--- src/design/ils_pkg.sv ---
// ----------------------------------------------------------------------------
// ils_pkg: shared types and constants for the indexed list store
// Sizes, request and status codes, and the controller/datapath interface.
// ----------------------------------------------------------------------------
package ils_pkg;

  localparam int CAPACITY  = 64;
  localparam int DATA_W    = 32;
  localparam int ADDR_W    = $clog2(CAPACITY);
  localparam int CNT_W     = ADDR_W + 1;
  localparam int MODE_W    = 3;
  localparam int POS_W     = 6;
  localparam int REP_W     = 7;
  localparam int STAT_W    = 2;
  localparam int IN_BITS   = MODE_W + POS_W + DATA_W + REP_W;
  localparam int IN_TDW    = ((IN_BITS + 7) / 8) * 8;
  localparam int OUT_BITS  = DATA_W + STAT_W + CNT_W + 1;
  localparam int OUT_TDW   = ((OUT_BITS + 7) / 8) * 8;

  typedef enum logic [MODE_W-1:0] {
    MODE_PUSH   = 3'd0,
    MODE_POP    = 3'd1,
    MODE_INSERT = 3'd2,
    MODE_ERASE  = 3'd3,
    MODE_READ   = 3'd4,
    MODE_KEEP   = 3'd5,
    MODE_CLEAR  = 3'd6
  } mode_t;

  typedef enum logic [STAT_W-1:0] {
    ST_OK    = 2'd0,
    ST_FULL  = 2'd1,
    ST_RANGE = 2'd2,
    ST_EMPTY = 2'd3
  } status_t;

  typedef enum logic [3:0] {
    S_IDLE,
    S_DECODE,
    S_INS_SHIFT,
    S_INS_DRAIN,
    S_FILL,
    S_ERA_SHIFT,
    S_ERA_DRAIN,
    S_READ_WAIT,
    S_KEEP_WAIT,
    S_DONE
  } state_t;

  typedef enum logic [1:0] {
    RA_PTR,
    RA_POS,
    RA_LAST
  } rd_sel_t;

  typedef enum logic [1:0] {
    WR_NONE,
    WR_PUSH,
    WR_FILL,
    WR_KEEP
  } wr_sel_t;

  typedef enum logic [2:0] {
    PTR_HOLD,
    PTR_LAST,
    PTR_POS,
    PTR_POS1,
    PTR_INC,
    PTR_DEC
  } ptr_op_t;

  typedef struct packed {
    logic    load;
    logic    decode;
    rd_sel_t rd_sel;
    logic    shift_ins;
    logic    shift_era;
    ptr_op_t ptr_op;
    wr_sel_t wr_sel;
    logic    held_upd;
    logic    rd_capture;
    logic    out_load;
  } dp_cmd_t;

  typedef struct packed {
    mode_t mode;
    logic  st_ok;
    logic  ins_shift;
    logic  n_zero;
    logic  era_shift;
    logic  keep_go;
    logic  ptr_at_pos;
    logic  era_end;
    logic  fill_end;
  } dp_sts_t;

endpackage

--- src/design/ils_datapath.sv ---
// ----------------------------------------------------------------------------
// ils_datapath: entry memory, pointers and result registers
// One read and one write per cycle; read data is registered.
// ----------------------------------------------------------------------------
module ils_datapath (
  input  logic                        clk,
  input  logic                        rst,
  input  logic [ils_pkg::IN_TDW-1:0]  in_data,
  input  ils_pkg::dp_cmd_t            cmd,
  output ils_pkg::dp_sts_t            sts,
  output logic [ils_pkg::OUT_TDW-1:0] out_data
);
  import ils_pkg::*;

  logic [DATA_W-1:0] mem [CAPACITY];
  logic [DATA_W-1:0] rdata;

  mode_t             req_mode;
  logic [POS_W-1:0]  req_pos;
  logic [DATA_W-1:0] req_val;
  logic [REP_W-1:0]  req_n;

  logic [CNT_W-1:0]  held;
  logic [CNT_W-1:0]  held_next;
  logic [ADDR_W-1:0] ptr;
  logic [ADDR_W-1:0] ptr_next;
  logic              pend;
  logic [ADDR_W-1:0] pend_addr;
  status_t           status_q;
  status_t           status_c;
  logic [DATA_W-1:0] rd_q;

  logic [ADDR_W-1:0] raddr;
  logic              we;
  logic [ADDR_W-1:0] waddr;
  logic [DATA_W-1:0] wdata;

  logic [CNT_W-1:0]  pos_ext;
  logic [CNT_W-1:0]  pos_n;
  logic [CNT_W:0]    held_n;
  logic [ADDR_W-1:0] last_idx;

  logic [DATA_W-1:0]   out_rd;
  status_t             out_st;
  logic [CNT_W-1:0]    out_cnt;
  logic                out_empty;

  assign pos_ext  = CNT_W'(req_pos);
  assign pos_n    = pos_ext + CNT_W'(req_n);
  assign held_n   = {1'b0, held} + (CNT_W + 1)'(req_n);
  assign last_idx = ADDR_W'(held - CNT_W'(1));

  // request status
  always_comb begin
    status_c = ST_OK;
    case (req_mode)
      MODE_PUSH:   if (held >= CNT_W'(CAPACITY)) status_c = ST_FULL;
      MODE_POP:    if (held == '0) status_c = ST_EMPTY;
      MODE_INSERT: begin
        if (pos_ext > held) status_c = ST_RANGE;
        else if (held_n > (CNT_W + 1)'(CAPACITY)) status_c = ST_FULL;
      end
      MODE_ERASE, MODE_READ: begin
        if (held == '0) status_c = ST_EMPTY;
        else if (pos_ext >= held) status_c = ST_RANGE;
      end
      default: status_c = ST_OK;
    endcase
  end

  assign sts.mode       = req_mode;
  assign sts.st_ok      = (status_c == ST_OK);
  assign sts.ins_shift  = (held > pos_ext);
  assign sts.n_zero     = (req_n == '0);
  assign sts.era_shift  = ((pos_ext + CNT_W'(1)) < held);
  assign sts.keep_go    = (held > CNT_W'(2));
  assign sts.ptr_at_pos = (ptr == ADDR_W'(req_pos));
  assign sts.era_end    = ((CNT_W'(ptr) + CNT_W'(1)) == held);
  assign sts.fill_end   = ((CNT_W'(ptr) + CNT_W'(1)) == pos_n);

  always_comb begin
    case (cmd.rd_sel)
      RA_POS:  raddr = ADDR_W'(req_pos);
      RA_LAST: raddr = last_idx;
      default: raddr = ptr;
    endcase
  end

  // a pending shift write always wins; the controller never overlaps them
  always_comb begin
    we    = 1'b0;
    waddr = ptr;
    wdata = req_val;
    if (pend) begin
      we    = 1'b1;
      waddr = pend_addr;
      wdata = rdata;
    end else begin
      case (cmd.wr_sel)
        WR_PUSH: begin
          we    = 1'b1;
          waddr = ADDR_W'(held);
        end
        WR_FILL: begin
          we    = 1'b1;
          waddr = ptr;
        end
        WR_KEEP: begin
          we    = 1'b1;
          waddr = ADDR_W'(1);
          wdata = rdata;
        end
        default: we = 1'b0;
      endcase
    end
  end

  always_ff @(posedge clk) begin
    if (we) begin
      mem[waddr] <= wdata;
    end
    rdata <= mem[raddr];
  end

  always_comb begin
    case (cmd.ptr_op)
      PTR_LAST: ptr_next = last_idx;
      PTR_POS:  ptr_next = ADDR_W'(req_pos);
      PTR_POS1: ptr_next = ADDR_W'(req_pos) + ADDR_W'(1);
      PTR_INC:  ptr_next = ptr + ADDR_W'(1);
      PTR_DEC:  ptr_next = ptr - ADDR_W'(1);
      default:  ptr_next = ptr;
    endcase
  end

  always_comb begin
    case (req_mode)
      MODE_PUSH:   held_next = held + CNT_W'(1);
      MODE_POP:    held_next = held - CNT_W'(1);
      MODE_INSERT: held_next = CNT_W'(held_n);
      MODE_ERASE:  held_next = held - CNT_W'(1);
      MODE_KEEP:   held_next = CNT_W'(2);
      MODE_CLEAR:  held_next = '0;
      default:     held_next = held;
    endcase
  end

  always_ff @(posedge clk) begin
    if (rst) begin
      held <= '0;
      pend <= 1'b0;
    end else begin
      if (cmd.held_upd) begin
        held <= held_next;
      end
      pend <= cmd.shift_ins | cmd.shift_era;
    end
  end

  always_ff @(posedge clk) begin
    if (cmd.load) begin
      req_mode <= mode_t'(in_data[MODE_W-1:0]);
      req_pos  <= in_data[MODE_W +: POS_W];
      req_val  <= in_data[MODE_W + POS_W +: DATA_W];
      req_n    <= in_data[MODE_W + POS_W + DATA_W +: REP_W];
    end
    ptr <= ptr_next;
    if (cmd.shift_ins) begin
      pend_addr <= ptr + ADDR_W'(req_n);
    end else if (cmd.shift_era) begin
      pend_addr <= ptr - ADDR_W'(1);
    end
    if (cmd.decode) begin
      status_q <= status_c;
      rd_q     <= '0;
    end else if (cmd.rd_capture) begin
      rd_q <= rdata;
    end
    if (cmd.out_load) begin
      out_rd    <= rd_q;
      out_st    <= status_q;
      out_cnt   <= held;
      out_empty <= (held == '0);
    end
  end

  assign out_data = {{(OUT_TDW - OUT_BITS){1'b0}}, out_empty, out_cnt, out_st, out_rd};

endmodule

--- src/design/ils_controller.sv ---
// ----------------------------------------------------------------------------
// ils_controller: request sequencer for the indexed list store
// Steps shifts, fills and reads; owns both stream handshakes.
// ----------------------------------------------------------------------------
module ils_controller (
  input  logic             clk,
  input  logic             rst,
  input  logic             in_valid,
  output logic             in_ready,
  output logic             out_valid,
  input  logic             out_ready,
  input  ils_pkg::dp_sts_t sts,
  output ils_pkg::dp_cmd_t cmd
);
  import ils_pkg::*;

  state_t state;
  state_t state_next;
  logic   out_valid_next;

  always_ff @(posedge clk) begin
    if (rst) begin
      state     <= S_IDLE;
      out_valid <= 1'b0;
    end else begin
      state     <= state_next;
      out_valid <= out_valid_next;
    end
  end

  always_comb begin
    state_next     = state;
    out_valid_next = out_valid & ~out_ready;
    in_ready       = 1'b0;
    cmd            = '0;
    cmd.rd_sel     = RA_PTR;
    cmd.ptr_op     = PTR_HOLD;
    cmd.wr_sel     = WR_NONE;
    case (state)
      S_IDLE: begin
        in_ready = 1'b1;
        if (in_valid) begin
          cmd.load   = 1'b1;
          state_next = S_DECODE;
        end
      end
      S_DECODE: begin
        cmd.decode = 1'b1;
        state_next = S_DONE;
        if (sts.st_ok) begin
          case (sts.mode)
            MODE_PUSH: begin
              cmd.wr_sel   = WR_PUSH;
              cmd.held_upd = 1'b1;
            end
            MODE_POP, MODE_CLEAR: cmd.held_upd = 1'b1;
            MODE_INSERT: begin
              if (!sts.n_zero) begin
                if (sts.ins_shift) begin
                  cmd.ptr_op = PTR_LAST;
                  state_next = S_INS_SHIFT;
                end else begin
                  cmd.ptr_op = PTR_POS;
                  state_next = S_FILL;
                end
              end
            end
            MODE_ERASE: begin
              if (sts.era_shift) begin
                cmd.ptr_op = PTR_POS1;
                state_next = S_ERA_SHIFT;
              end else begin
                cmd.held_upd = 1'b1;
              end
            end
            MODE_READ: begin
              cmd.rd_sel = RA_POS;
              state_next = S_READ_WAIT;
            end
            MODE_KEEP: begin
              if (sts.keep_go) begin
                cmd.rd_sel = RA_LAST;
                state_next = S_KEEP_WAIT;
              end
            end
            default: state_next = S_DONE;
          endcase
        end
      end
      // walk down from the last entry, each word lands n places higher
      S_INS_SHIFT: begin
        cmd.shift_ins = 1'b1;
        if (sts.ptr_at_pos) begin
          state_next = S_INS_DRAIN;
        end else begin
          cmd.ptr_op = PTR_DEC;
        end
      end
      S_INS_DRAIN: begin
        cmd.ptr_op = PTR_POS;
        state_next = S_FILL;
      end
      S_FILL: begin
        cmd.wr_sel = WR_FILL;
        if (sts.fill_end) begin
          cmd.held_upd = 1'b1;
          state_next   = S_DONE;
        end else begin
          cmd.ptr_op = PTR_INC;
        end
      end
      S_ERA_SHIFT: begin
        cmd.shift_era = 1'b1;
        if (sts.era_end) begin
          state_next = S_ERA_DRAIN;
        end else begin
          cmd.ptr_op = PTR_INC;
        end
      end
      S_ERA_DRAIN: begin
        cmd.held_upd = 1'b1;
        state_next   = S_DONE;
      end
      S_READ_WAIT: begin
        cmd.rd_capture = 1'b1;
        state_next     = S_DONE;
      end
      S_KEEP_WAIT: begin
        cmd.wr_sel   = WR_KEEP;
        cmd.held_upd = 1'b1;
        state_next   = S_DONE;
      end
      S_DONE: begin
        if (!out_valid || out_ready) begin
          cmd.out_load   = 1'b1;
          out_valid_next = 1'b1;
          state_next     = S_IDLE;
        end
      end
      default: state_next = S_IDLE;
    endcase
  end

endmodule

--- src/design/indexed_list_store_unit.sv ---
// A request is loaded in idle and decoded; push, pop, clear, zero-copy insert, rejected
// requests and keep ends on two or fewer entries then go straight to the result. Read and
// keep ends otherwise wait for registered read data; erase shifts the entries above the
// position down (none at the last entry); insert shifts entries up, then writes copies.
// One request in flight; the single write port moves one entry per cycle, so throughput
// is set by the shift and fill length. Reset (rst, synchronous) empties the list.
// ----------------------------------------------------------------------------
// indexed_list_store_unit: fixed-capacity ordered list of data words
// Push, pop, insert copies, erase, read, keep ends and clear on a stream.
// ----------------------------------------------------------------------------
module indexed_list_store_unit (
  input  logic                        clk,
  input  logic                        rst,
  input  logic                        s_axis_tvalid,
  output logic                        s_axis_tready,
  // mode[2:0], position[8:3], value[40:9], repeat_req[47:41]
  input  logic [ils_pkg::IN_TDW-1:0]  s_axis_tdata,
  output logic                        m_axis_tvalid,
  input  logic                        m_axis_tready,
  // read_data[31:0], status[33:32], entry_count[40:34], is_empty[41], zero pad
  output logic [ils_pkg::OUT_TDW-1:0] m_axis_tdata
);
  import ils_pkg::*;

  dp_cmd_t cmd;
  dp_sts_t sts;

  ils_controller u_ctrl (
    .clk       (clk),
    .rst       (rst),
    .in_valid  (s_axis_tvalid),
    .in_ready  (s_axis_tready),
    .out_valid (m_axis_tvalid),
    .out_ready (m_axis_tready),
    .sts       (sts),
    .cmd       (cmd)
  );

  ils_datapath u_dp (
    .clk      (clk),
    .rst      (rst),
    .in_data  (s_axis_tdata),
    .cmd      (cmd),
    .sts      (sts),
    .out_data (m_axis_tdata)
  );

endmodule
--- config.mk ---
export PLATFORM = sky130hd
export DESIGN_NAME = indexed_list_store_unit
export DESIGN_NICKNAME = d
export VERILOG_FILES = /design/src/design/ils_pkg.sv /design/src/design/ils_datapath.sv /design/src/design/ils_controller.sv /design/src/design/indexed_list_store_unit.sv
export SDC_FILE = /design/constraint.sdc
export NUM_CORES = 2
export LEC_CHECK = 0
export ABC_AREA = 1
export BUFFER_PORTS_ARGS = -buffer_cell sky130_fd_sc_hd__buf_2
export CORE_MARGIN = 2
export CORE_UTILIZATION = 30
export DETAILED_ROUTE_END_ITERATION = 12
export MAX_ROUTING_LAYER = met4
export PLACE_DENSITY = 0.54
export SLEW_MARGIN = 20
export SYNTH_ARGS = -nofsm -noshare
export SYNTH_HDL_FRONTEND = slang
export SYNTH_SLANG_ARGS = --single-unit
--- constraint.sdc ---
create_clock -name clk -period 4.1 [get_ports clk]
set_input_delay 0.82 -clock clk [delete_from_list [all_inputs] [get_ports clk]]
set_output_delay 0.82 -clock clk [all_outputs]
set_load 0.005 [all_outputs]
==> results <==
- The storage element area is ~0.066 sq mm.
- The most common cell in the synthesized netlist is sky130_fd_sc_hd__edfxtp_1.
- The pin count of the biggest net entering global routing is 73.
- Including well taps, the total number of placed cells is approximately 11000.
- The share of final-layout standard cells stronger than drive strength 1 is between 20% and 30%.
- The proportion of synthesized area in mux cells is 0.0112%.
- The largest total area in the synthesized netlist belongs to sky130_fd_sc_hd__edfxtp_1.
- The async set-reset flop share out of synthesis is 0%.
- Summed over all layers, the routed wires come to approximately 280000 microns.
- The chip height is around 550 microns.
- After synthesis, the largest family of logic cells by area is compound AO/OA/AOI/OAI gates.
- The placer's final routability congestion estimate is ~0.88.
- A synthesized cell averages between 10 and 15 sq um.
- The type of the worst setup path is flop to flop.
- The run finished, with violations left.
- Ranked by total cell area, the synthesized netlist is headed by sky130_fd_sc_hd__edfxtp_1 (72%), sky130_fd_sc_hd__nor2_1 (6.2%), sky130_fd_sc_hd__o21ai_0 (3.3%).
- Setup repair after global routing could not meet its margin everywhere.
- The final net count is 7540.
- The total via count after detailed routing is 60869.
- The headroom to the max-slew limit is 36.3%.
- The netlist uses 54 different library cells.
- In the finished design, the share of the clock period the worst path needs comes to 112%.
- Across all setup checks in the final design, the least slack found is -0.474 ns.
- Measured on the finished design, the core utilization comes to between 30% and 40%.
- The post-synthesis share of cell area spent on xor and xnor gates is less than 1%.
- Clock skew on the completed layout was measured at 0.0724 ns.
- The type of the tightest min-delay check is primary input to flop.
- Setup violations remaining at the end of the flow were counted as around 130.
- The total overflow left after global routing is 0.
- Clock tree synthesis found a total of ~2200 sinks.
- The area fraction in compound gates after synthesis is about an eighth.
- Summed over its instances, the top area cell type makes up between 70 and 80% of the synthesized netlist area.
- The initial antenna violation count is 6.
- In this run the cell area of the synthesized design comes to 0.0895 sq mm.
- The area of the die is ~0.30 sq mm.
- The number of global-route vias before repair is between 50000 and 60000.
- The die outline width is 550 microns.
- After detailed routing, the number of vias per cell comes to around 5.3.
- The violation count after the first detailed-routing iteration is a little under 7000.
- The number of pins with negative max-slew slack in the final report is 0.
- Dividing the detail-routed wire length by the instance count gives 24.6 microns.
- The clock insertion delay at the later pin of the skew report is 0.89 ns.
- The maximum buffer depth of the clock tree is 3.
- The basic-gate share of the synthesized area counting and, or, nand and nor cells is under 10%.
- The detail route stage leaves a number of antenna-violating nets equal to 0.
- The static leakage is 38.0 nW.
- Based on the critical path, the design can be clocked at up to approximately 220 MHz.
- Clock-pin slew was measured on the worst setup and hold paths at roughly 0.06 ns.
- The sort of element at the start of the critical path is a flop.
- Among all flip-flop cells after synthesis, the most frequent one is sky130_fd_sc_hd__edfxtp_1.
- The relative area change from synthesis to final layout is 27.4%.
- The number of buffers inserted during clock tree synthesis is 229.
- The checks that failed: negative setup slack.
- The tree is rooted in a sky130_fd_sc_hd__clkbuf_16.
- The hold violation total from the final report was 0.
- The stage delay of the slowest cell on the critical path is approximately 0.52 ns.
- The placeable core region is between 0.2 and 0.3 sq mm.
- Across the run, the number of max-cap violations was 0.
- Global routing used 18.5% of the available tracks.
- After synthesis, flip-flops and latches occupy between 70% and 80% of the total area.
- Of the total synthesized cell area, the portion taken by full adders, half adders and majority gates is less than 1%.
- The clock tree from TritonCTS is done.
- The first global-routing pass estimated between 400000 and 500000 microns of wire.
- In this run, post-CTS hold repair placed 0 buffers.
- For this configuration, the core starts out at a cell density of between 30% and 40%.
- The number of non-filler instances in the completed layout is 11583.
- The number of iterations in the first detailed-routing pass is 5.
- The highest-delay cell along the critical path is sky130_fd_sc_hd__fa_2.
- The ratio of total power to cell area is between 800 and 900 mW/mm^2.
- The post-route cell area is approximately 0.11 sq mm.
- The arrival time reported for the critical path endpoint is about 5.3 ns.
- The CTS H-tree depth is 4.
- The filler cells instantiated in the layout total between 20000 and 30000.
- Synthesis produced about 6700 cells.
- The post-placement cell area is 0.102 sq mm.
- The area taken by multi-input logic gates is around 0.023 sq mm.
- The total of warnings raised by yosys is 0.
- For the finished layout, the period the worst path requires is around 4.6 ns.
- The worst-case IR drop observed on VDD is approximately 0.00046 V.
- For this run, design rule violations remaining after detail routing come to 0.
- The number of port buffers is 95.
- The I/O pin count is between 100 and 150.
- By count the netlist is led by sky130_fd_sc_hd__edfxtp_1 (2152), sky130_fd_sc_hd__nor2_1 (1476), sky130_fd_sc_hd__o21ai_0 (585).
- In this run the worst path has a maximum fanout of 8.
- The count of flip-flops with a built-in enable after synthesis is approximately 2200.
- For the worst setup path, the data required time is slightly below 5 ns.
- Summed over all nets, the half-perimeter wirelength after detailed placement is between 150000 and 200000 microns.
- The count of standard-cell rows is 200.
- The element type at the critical path end is a flop.
- In this run, synthesis produced a sequential element count of around 2200.
- At the pin with the least slew margin, the transition time is 0.956 ns.
==> through the flow <==
stage	setup slack, ns	setup TNS (ns)	power, mW	hold WS (ns)
6_report	-0.474	-13.22	92.0	0.111
5_1_grt	-0.667	-272.65	95.9	0.0733
3_3_place_gp	-1.27	-31.58	65.5	0.413
4_1_cts	-0.478	-12.48	90.3	0.0442
3_5_place_dp	-1.12	-26.09	65.9	0.411
2_1_floorplan	-0.365	-661.75	48.1	0.400
==> per-layer routing <==
layer / part of all wire [%] / global-route usage [%] / vias up
met5: 0 / - / -
met4: 2.3 / 4.66 / 0
met3: 6.8 / 2.39 / 455
met2: 47 / 28.9 / 2344
met1: 44 / 25.4 / 31154
li1: - / - / 26916
==> placed cells by master, fill, tap and decap left out, types with 12 or more instances in the layout <==
master                      netlist  routed
sky130_fd_sc_hd__o311ai_0       248     140
sky130_fd_sc_hd__nor2_2           2      42
sky130_fd_sc_hd__clkbuf_16        0     252
sky130_fd_sc_hd__buf_12           0     211
sky130_fd_sc_hd__o21ai_0        585     573
sky130_fd_sc_hd__edfxtp_1      2152    2152
sky130_fd_sc_hd__nand3_4          1      28
sky130_fd_sc_hd__buf_8            0      17
sky130_fd_sc_hd__clkbuf_8         0      22
sky130_fd_sc_hd__o32ai_2          0      29
sky130_fd_sc_hd__bufinv_16        0      20
sky130_fd_sc_hd__nand3_1        264     169
sky130_fd_sc_hd__buf_2           26      95
sky130_fd_sc_hd__nand2_2          5      49
sky130_fd_sc_hd__a21oi_1         40      37
sky130_fd_sc_hd__buf_6            0      63
sky130_fd_sc_hd__dfxtp_1         77      76
sky130_fd_sc_hd__xor2_1          20      20
sky130_fd_sc_hd__o311ai_1         0      98
sky130_fd_sc_hd__clkinv_2         1      46
sky130_fd_sc_hd__o32ai_1        257     228
sky130_fd_sc_hd__buf_4            9     561
sky130_fd_sc_hd__nor3_1          13      13
sky130_fd_sc_hd__nand2_1        307     259
sky130_fd_sc_hd__nand3_2          7      75
sky130_fd_sc_hd__ha_1            40      37
sky130_fd_sc_hd__buf_16           0      30
sky130_fd_sc_hd__clkbuf_1       412      52
sky130_fd_sc_hd__o211ai_1       260     260
sky130_fd_sc_hd__clkinv_1         3      38
sky130_fd_sc_hd__o21bai_1       248     238
sky130_fd_sc_hd__inv_1           99      90
sky130_fd_sc_hd__nand4_1         12      12
sky130_fd_sc_hd__nor2_4           5     113
sky130_fd_sc_hd__nor2_1        1476    1328
==> report_power, final <==
part           switching (mW)  total, mW  leakage, nW  internal, mW
logic                    25.3       40.3         14.3          15.0
registers               0.940       30.8         20.0          29.9
clock network            8.91       20.9         3.72          12.0
total                    35.2       92.0         38.0          56.9
==> area by class of cell <==
class                      instances  area share (%)
multi-input combinational       3871            20.4
sequential                      2229            58.0
antenna                            2         0.00439
clock inverter                   121            1.09
inverter                         106           0.408
timing repair inverter             1          0.0176
tap                             3939            4.32
timing repair buffer            1007            10.1
clock buffer                     307            5.55
==> worst max-delay path: cells and delay by family (launching register included) <==
family                   cells  cell delay, ns
AND/OR/NAND/NOR             14            1.30
AO/OA/AOI/OAI                3            0.73
buffers and inverters        8            1.02
flip-flops                   1            0.37
adder cells (fa/ha/maj)      3            1.03
==> state kept, by name, summed over array words and instances, names as in the netlist <==
name              count
u_dp.out_cnt          7
u_dp.mem           2048
u_dp.req_pos          6
u_dp.req_val         32
u_ctrl.out_valid      1
u_dp.out_st           2
u_dp.status_q         2
u_dp.held             7
u_dp.pend_addr        6
u_dp.req_n            7
u_dp.rd_q            32
u_dp.rdata           32
u_dp.pend             1
u_dp.out_rd          32
u_dp.out_empty        1
u_dp.ptr              6
u_dp.req_mode         3
u_ctrl.state          4
==> cells by family (layout without fill, tap and decap cells) <==
group                      count (synthesis)  count (layout)
muxes                                      1               1
and+or+nand+nor                         2114            2114
xor gates and xnor gates                  29              29
other                                      1               8
adders and majority gates                 43              43
DFF                                     2229            2229
buffers and inverters                    586            1542
AOI/OAI and AO/OA                       1678            1678
==> path summary, 6_finish.rpt <==
path / startpoint / endpoint / slack, ns / cells past startpoint
setup / recovery: u_dp.req_n[0] / u_dp.rdata[16] / -0.47 / 28
hold / removal: s_axis_tdata[25] / u_dp.req_val[16] / 0.11 / 1
setup reg to reg: u_dp.req_n[0] / u_dp.rdata[16] / -0.47 / 28
hold reg to reg: u_dp.rd_q[6] / u_dp.out_rd[6] / 0.43 / 0
==> repair_timing <==
| action | 4_1_cts | 5_1_grt |
|---|---|---|
| hold endpoints to repair | 0 | 0 |
| setup endpoints to repair | 32 | 2027 |
| buffers inserted | 78 | 37 |
| gates resized for setup | 340 | 311 |
| cloned | 20 | 19 |
| pin swaps | 145 | 182 |
Power figures use the tool's default switching activity.
